--- config.mk ---
export PLATFORM = sky130hd
export DESIGN_NAME = serial_command_framer_top
export DESIGN_NICKNAME = d
export VERILOG_FILES = /design/src/hdl/scf_pkg.sv /design/src/hdl/serial_command_framer_top.sv
export SDC_FILE = /design/constraint.sdc
export NUM_CORES = 1
export LEC_CHECK = 0
export BUFFER_PORTS_ARGS = -buffer_cell sky130_fd_sc_hd__buf_4
export CORE_UTILIZATION = 41
export CTS_CLUSTER_DIAMETER = 80
export DETAILED_ROUTE_END_ITERATION = 10
export HOLD_SLACK_MARGIN = 0.05
export SLEW_MARGIN = 0
export SYNTH_ARGS = -nofsm -noshare
export SYNTH_HDL_FRONTEND = slang
export SYNTH_SLANG_ARGS = --single-unit
--- constraint.sdc ---
create_clock -name clk -period 3.3 [get_ports clk]
set_input_delay 0.495 -clock clk [delete_from_list [all_inputs] [get_ports clk]]
set_output_delay 0.495 -clock clk [all_outputs]
set_load 0.005 [all_outputs]
--- src/hdl/scf_pkg.sv ---
// ----------------------------------------------------------------------------
// scf_pkg
// Shared constants and types for the serial command framer.
// ----------------------------------------------------------------------------
package scf_pkg;

  localparam int unsigned MAX_FRAME_LEN_DEFAULT = 123;
  localparam int unsigned MAX_RESULTS = 6;
  localparam int unsigned RUN_IDX_W = $clog2(MAX_RESULTS);
  localparam int unsigned RUN_CNT_W = $clog2(MAX_RESULTS + 1);

  localparam logic [7:0] START_MARK = 8'hAA;
  localparam logic [7:0] ADDR_BYTE = 8'h00;
  localparam logic [7:0] END_MARK = 8'hBB;

  typedef enum logic {
    OP_START = 1'b0,
    OP_PAYLOAD = 1'b1
  } op_t;

  typedef logic [7:0] byte_t;

endpackage

--- src/hdl/serial_command_framer_top.sv ---
// ----------------------------------------------------------------------------
// serial_command_framer_top
// The first result of an item is valid in the cycle after it is taken.
// Throughput: a start item gives four or six results, a payload item one or
// three, an error one; results leave one per cycle while out_ready is high, so
// the result register sets the rate. The next item is taken in the cycle the
// last result leaves. Reset clears frame and run state, not the result bytes.
// ----------------------------------------------------------------------------
module serial_command_framer_top
  import scf_pkg::*;
#(
  parameter int unsigned MAX_FRAME_LEN = MAX_FRAME_LEN_DEFAULT
) (
  input  logic       clk,
  input  logic       rst,
  input  logic       in_valid,
  output logic       in_ready,
  input  logic       op,
  input  logic [7:0] command,
  input  logic [6:0] frame_len,
  input  logic [7:0] data_byte,
  output logic       out_valid,
  input  logic       out_ready,
  output logic [7:0] out_byte,
  output logic       last_of_run,
  output logic       frame_end,
  output logic       protocol_error
);

  logic                 frame_open;
  logic [6:0]           payload_left;
  byte_t                running_xor;

  logic                 busy;
  byte_t                run_bytes [MAX_RESULTS];
  logic [RUN_CNT_W-1:0] run_count;
  logic [RUN_IDX_W-1:0] run_idx;
  logic                 run_tail;
  logic                 run_err;

  logic                 frame_open_next;
  logic [6:0]           payload_left_next;
  byte_t                running_xor_next;
  byte_t                run_bytes_next [MAX_RESULTS];
  logic [RUN_CNT_W-1:0] run_count_next;
  logic                 run_tail_next;
  logic                 run_err_next;

  logic                 in_fire;
  logic                 run_last;
  logic                 len_bad;
  logic [6:0]           left_dec;
  byte_t                xor_pay;

  assign run_last = (RUN_CNT_W'(run_idx) == run_count - RUN_CNT_W'(1));
  assign in_ready = !busy || (out_ready && run_last);
  assign in_fire = in_valid && in_ready;

  assign out_valid = busy;
  assign out_byte = run_bytes[run_idx];
  assign last_of_run = run_last;
  assign frame_end = run_tail && run_last;
  assign protocol_error = run_err;

  assign len_bad = (frame_len == 7'd0) || ({1'b0, frame_len} > 8'(MAX_FRAME_LEN));
  assign left_dec = payload_left - 7'd1;
  assign xor_pay = running_xor ^ data_byte;

  always_comb begin
    frame_open_next = frame_open;
    payload_left_next = payload_left;
    running_xor_next = running_xor;
    for (int i = 0; i < MAX_RESULTS; i++) begin
      run_bytes_next[i] = 8'h00;
    end
    run_count_next = RUN_CNT_W'(1);
    run_tail_next = 1'b0;
    run_err_next = 1'b0;
    case (op_t'(op))
      OP_START: begin
        if (frame_open || len_bad) begin
          run_err_next = 1'b1;
        end else begin
          frame_open_next = 1'b1;
          payload_left_next = frame_len - 7'd1;
          running_xor_next = ADDR_BYTE ^ {1'b0, frame_len} ^ command;
          run_bytes_next[0] = START_MARK;
          run_bytes_next[1] = ADDR_BYTE;
          run_bytes_next[2] = {1'b0, frame_len};
          run_bytes_next[3] = command;
          run_bytes_next[4] = ADDR_BYTE ^ {1'b0, frame_len} ^ command;
          run_bytes_next[5] = END_MARK;
          if (frame_len == 7'd1) begin
            frame_open_next = 1'b0;
            run_count_next = RUN_CNT_W'(6);
            run_tail_next = 1'b1;
          end else begin
            run_count_next = RUN_CNT_W'(4);
          end
        end
      end
      OP_PAYLOAD: begin
        if (!frame_open) begin
          run_err_next = 1'b1;
        end else begin
          running_xor_next = xor_pay;
          payload_left_next = left_dec;
          run_bytes_next[0] = data_byte;
          run_bytes_next[1] = xor_pay;
          run_bytes_next[2] = END_MARK;
          if (left_dec == 7'd0) begin
            frame_open_next = 1'b0;
            run_count_next = RUN_CNT_W'(3);
            run_tail_next = 1'b1;
          end
        end
      end
      default: begin
        run_err_next = 1'b1;
      end
    endcase
  end

  always_ff @(posedge clk) begin
    if (rst) begin
      frame_open <= 1'b0;
      payload_left <= 7'd0;
      running_xor <= 8'h00;
      busy <= 1'b0;
      run_idx <= '0;
      run_count <= RUN_CNT_W'(1);
      run_tail <= 1'b0;
      run_err <= 1'b0;
    end else begin
      if (in_fire) begin
        frame_open <= frame_open_next;
        payload_left <= payload_left_next;
        running_xor <= running_xor_next;
        busy <= 1'b1;
        run_idx <= '0;
        run_count <= run_count_next;
        run_tail <= run_tail_next;
        run_err <= run_err_next;
      end else if (busy && out_ready) begin
        if (run_last) begin
          busy <= 1'b0;
        end else begin
          run_idx <= run_idx + RUN_IDX_W'(1);
        end
      end
    end
  end

  always_ff @(posedge clk) begin
    if (in_fire) begin
      for (int i = 0; i < MAX_RESULTS; i++) begin
        run_bytes[i] <= run_bytes_next[i];
      end
    end
  end

endmodule
==> results.ini <==
[timing]
timing.fmax_mhz=397
post-route-period-util_pct=76.4
finalMaxSlewViolations=0
relSlewSlack_pct=49.8
finalHoldViolCount=0
final-setup-viol-count=0
fin_worst_skew_ps=6.28
rsz0062_at_grt=false
period_needed_ps=2520
tightest_slew_ps=752
fin_setup_tns_ps=0
fin_hold_ws_ps=369

[worst_setup_path]
arrival_ps=2030
worst-path-stages=4
cp_cell_sequence=mux4_2 > nor2_1 > a21oi_1 > buf_4
worstPathRequired_ps=2800
path_delay_family=flip-flops
startpoint_type=register
regToRegStartpoint=run_count[0]
crit_buf_inv=1
cp_slowest_stage_delay_ps=730
path_class=reg -> out
worstReg2RegEnd=run_bytes[3][1]
critPathCaptureType=output port
r2r_cells=7
cpMaxStageDelayCell=dfxtp_1
r2r_setup_slack_ps=870
timing.critical_path.fanout_max=10

[floorplanning]
start_util_pct=42.8
fp-row-count=34
dieArea_um2=9620
die_w_um=98.1
dieHeight_um=98.1
coreArea_um2=8850
num_io_pins=41

[finish]
fin_nets=424
layout_commonest_cell=buf_4
antenna_cells=0
fillers=822
final_core_util_pct=48.1
area_growth_syn_to_layout_pct=12.4
final_cell_mix=45 x buf_4, 40 x edfxtp_1, 29 x nor2_1, 27 x dfxtp_1
layout-drive-gt1-share_pct=24.6

[synthesis]
ys.flop_type=edfxtp_1
synth_cell_types=62
synth_edf_count=40
yosys_warnings=0
synth_nets=394
synth-seq-cells=67
synth_area_per_cell_um2=10.5
ys_seq_area_share_pct=46.0
async_reset_ff_share_pct=0
synthesis.area_um2=3780
netlist_instances=359

[routing]
viasPerCell=5.37
routed_wl_mm=8.60
drt-initial-drc-count=179
drcViolationCount=4
vias=2694
drt-wirelength-per-cell_um=17.1
ant_nets=0
drt_first_pass_iters=7

[cts]
worstSkewPairLatency_ps=340
clk_path_buf_depth=2
clockRootBuffer=clkbuf_8
tritoncts=yes
cts_resized=0
cts_setup_buffers=0
numCtsBuffers=9
cts_hold_buffers=0
cts_sinks=67
clk_pin_slew_ps=70
htree_levels=3

[power_and_ir_drop]
leakagePower_nw=1.62
vdd_drop_max_v=0.000230
power.density_nw_per_um2=477

[global_route]
grt-ovfl-total=0
grt_pass1_wl_mm=14.1
grt_max_degree=48
antenna_found_initial=0
grtUsageTotal_pct=19.2
grt_pass1_vias=2585

[hold_path]
min_path_cells=3
worstHoldStart=in_valid
hold_end=out_valid
hold_class=in -> reg

[placement]
hpwlAfterDp_mm=6.09
place.gp.congestion=0.855
portBuffers=40

[run]
max-cap-violations=0

[run_status]
status=finished with violations
violations=DRC

## power by group
group          leakage (nW)  internal [mW]  total (mW)  switching, mW
combinational         0.905          0.161       0.353          0.193
sequential            0.616          0.956       0.990         0.0345
clock                 0.102          0.369       0.684          0.315
## routing by layer
metal	GRT usage, %	part of all wire, %	up-vias
li1	-	-	1353
met1	25.9	45	1256
met2	31.0	48	74
met3	4.44	6.1	11
met4	4.90	1.3	0
met5	0	0	-
## worst register-to-register path, delay by kind of cell, from the launching register on
family	cells	cell delay, ps
DFF	1	350
AOI/OAI and AO/OA	1	180
and+or+nand+nor	1	210
xor gates and xnor gates	1	180
buffers and inverters	3	910
adders and majority gates	1	300
## sequential cells by signal, indices dropped and copies added, names as in the netlist, named ones only
| name | count |
|---|---|
| run_bytes | 40 |
| out_valid | 1 |
| protocol_error | 1 |
| run_count | 3 |
| frame_open | 1 |
| payload_left | 7 |
| run_idx | 3 |
| running_xor | 8 |
## kinds of logic (layout without fill, tap and decap cells)
kind of cell    count (synthesis)  after routing  share of synthesized area [%]
mux                            11             11                           5.56
fa+ha+maj                       7              7                           2.31
simple gates                  130            130                           19.2
flops                          67             67                           46.0
buf+inv                        43             78                           7.57
compound gates                 76             76                           13.1
xor+xnor                       25             25                           6.15
## synth_stat cells, types with 2 or more instances
cell	number	share of area, %
edfxtp_1	40	32
nor2_1	29	2.9
dfxtp_1	27	14
a21oi_1	26	3.4
nand2_1	26	2.6
xnor2_1	19	4.4
inv_1	14	1.4
o21ai_0	14	1.9
nor3_1	10	1.3
o31ai_1	10	2.0
and3_2	9	1.8
nand3_1	9	1.2
clkbuf_1	8	0.79
mux4_2	8	4.8
nand3b_1	8	1.6
buf_6	7	2.1
ha_1	7	2.3
and3_1	6	0.99
clkbuf_8	6	2.2
xor2_1	5	1.2
and2b_2	4	0.93
nand2b_1	4	0.66
nor2b_1	4	0.66
nor3b_1	4	0.79
o21ai_1	4	0.53
buf_2	3	0.40
mux2i_1	3	0.79
nand3_2	3	0.79
o21a_1	3	0.60
a21o_1	2	0.40
a311oi_1	2	0.46
and2_1	2	0.33
and2b_1	2	0.40
o32ai_1	2	0.46
or4_1	2	0.40
## worst max path at each step
stage	endpoint	slack, ps
4_1_cts	out_byte[0]	720
5_1_grt	out_byte[0]	590
2_1_floorplan	running_xor[0]	1200
3_3_place_gp	run_count[1]	840
3_5_place_dp	run_count[1]	770
6_report	out_byte[0]	780
## cell type report
type                    instances  area, um2  share of cell area, %
multi-input cells             249       1760                   41.3
clock inverters                 6       65.1                   1.53
clock buffers                  10        138                   3.24
flip-flops and latches         67       1740                   41.0
inverters                      16       60.1                   1.41
repair buffers                 46        358                   8.41
well taps                     108        135                   3.18
## through the flow
step                instance area [um2]  power [mW]  instances  worst slack, ps
finish                             4250        2.03        502              779
floorplan                          3780        1.25        359             1200
detailed placement                 4050        1.36        486              769
global placement                   4050        1.36        486              844
CTS                                4250        2.04        502              720
global route                       4250        2.12        502              590
Note: power is estimated with default switching activity, not from simulation.
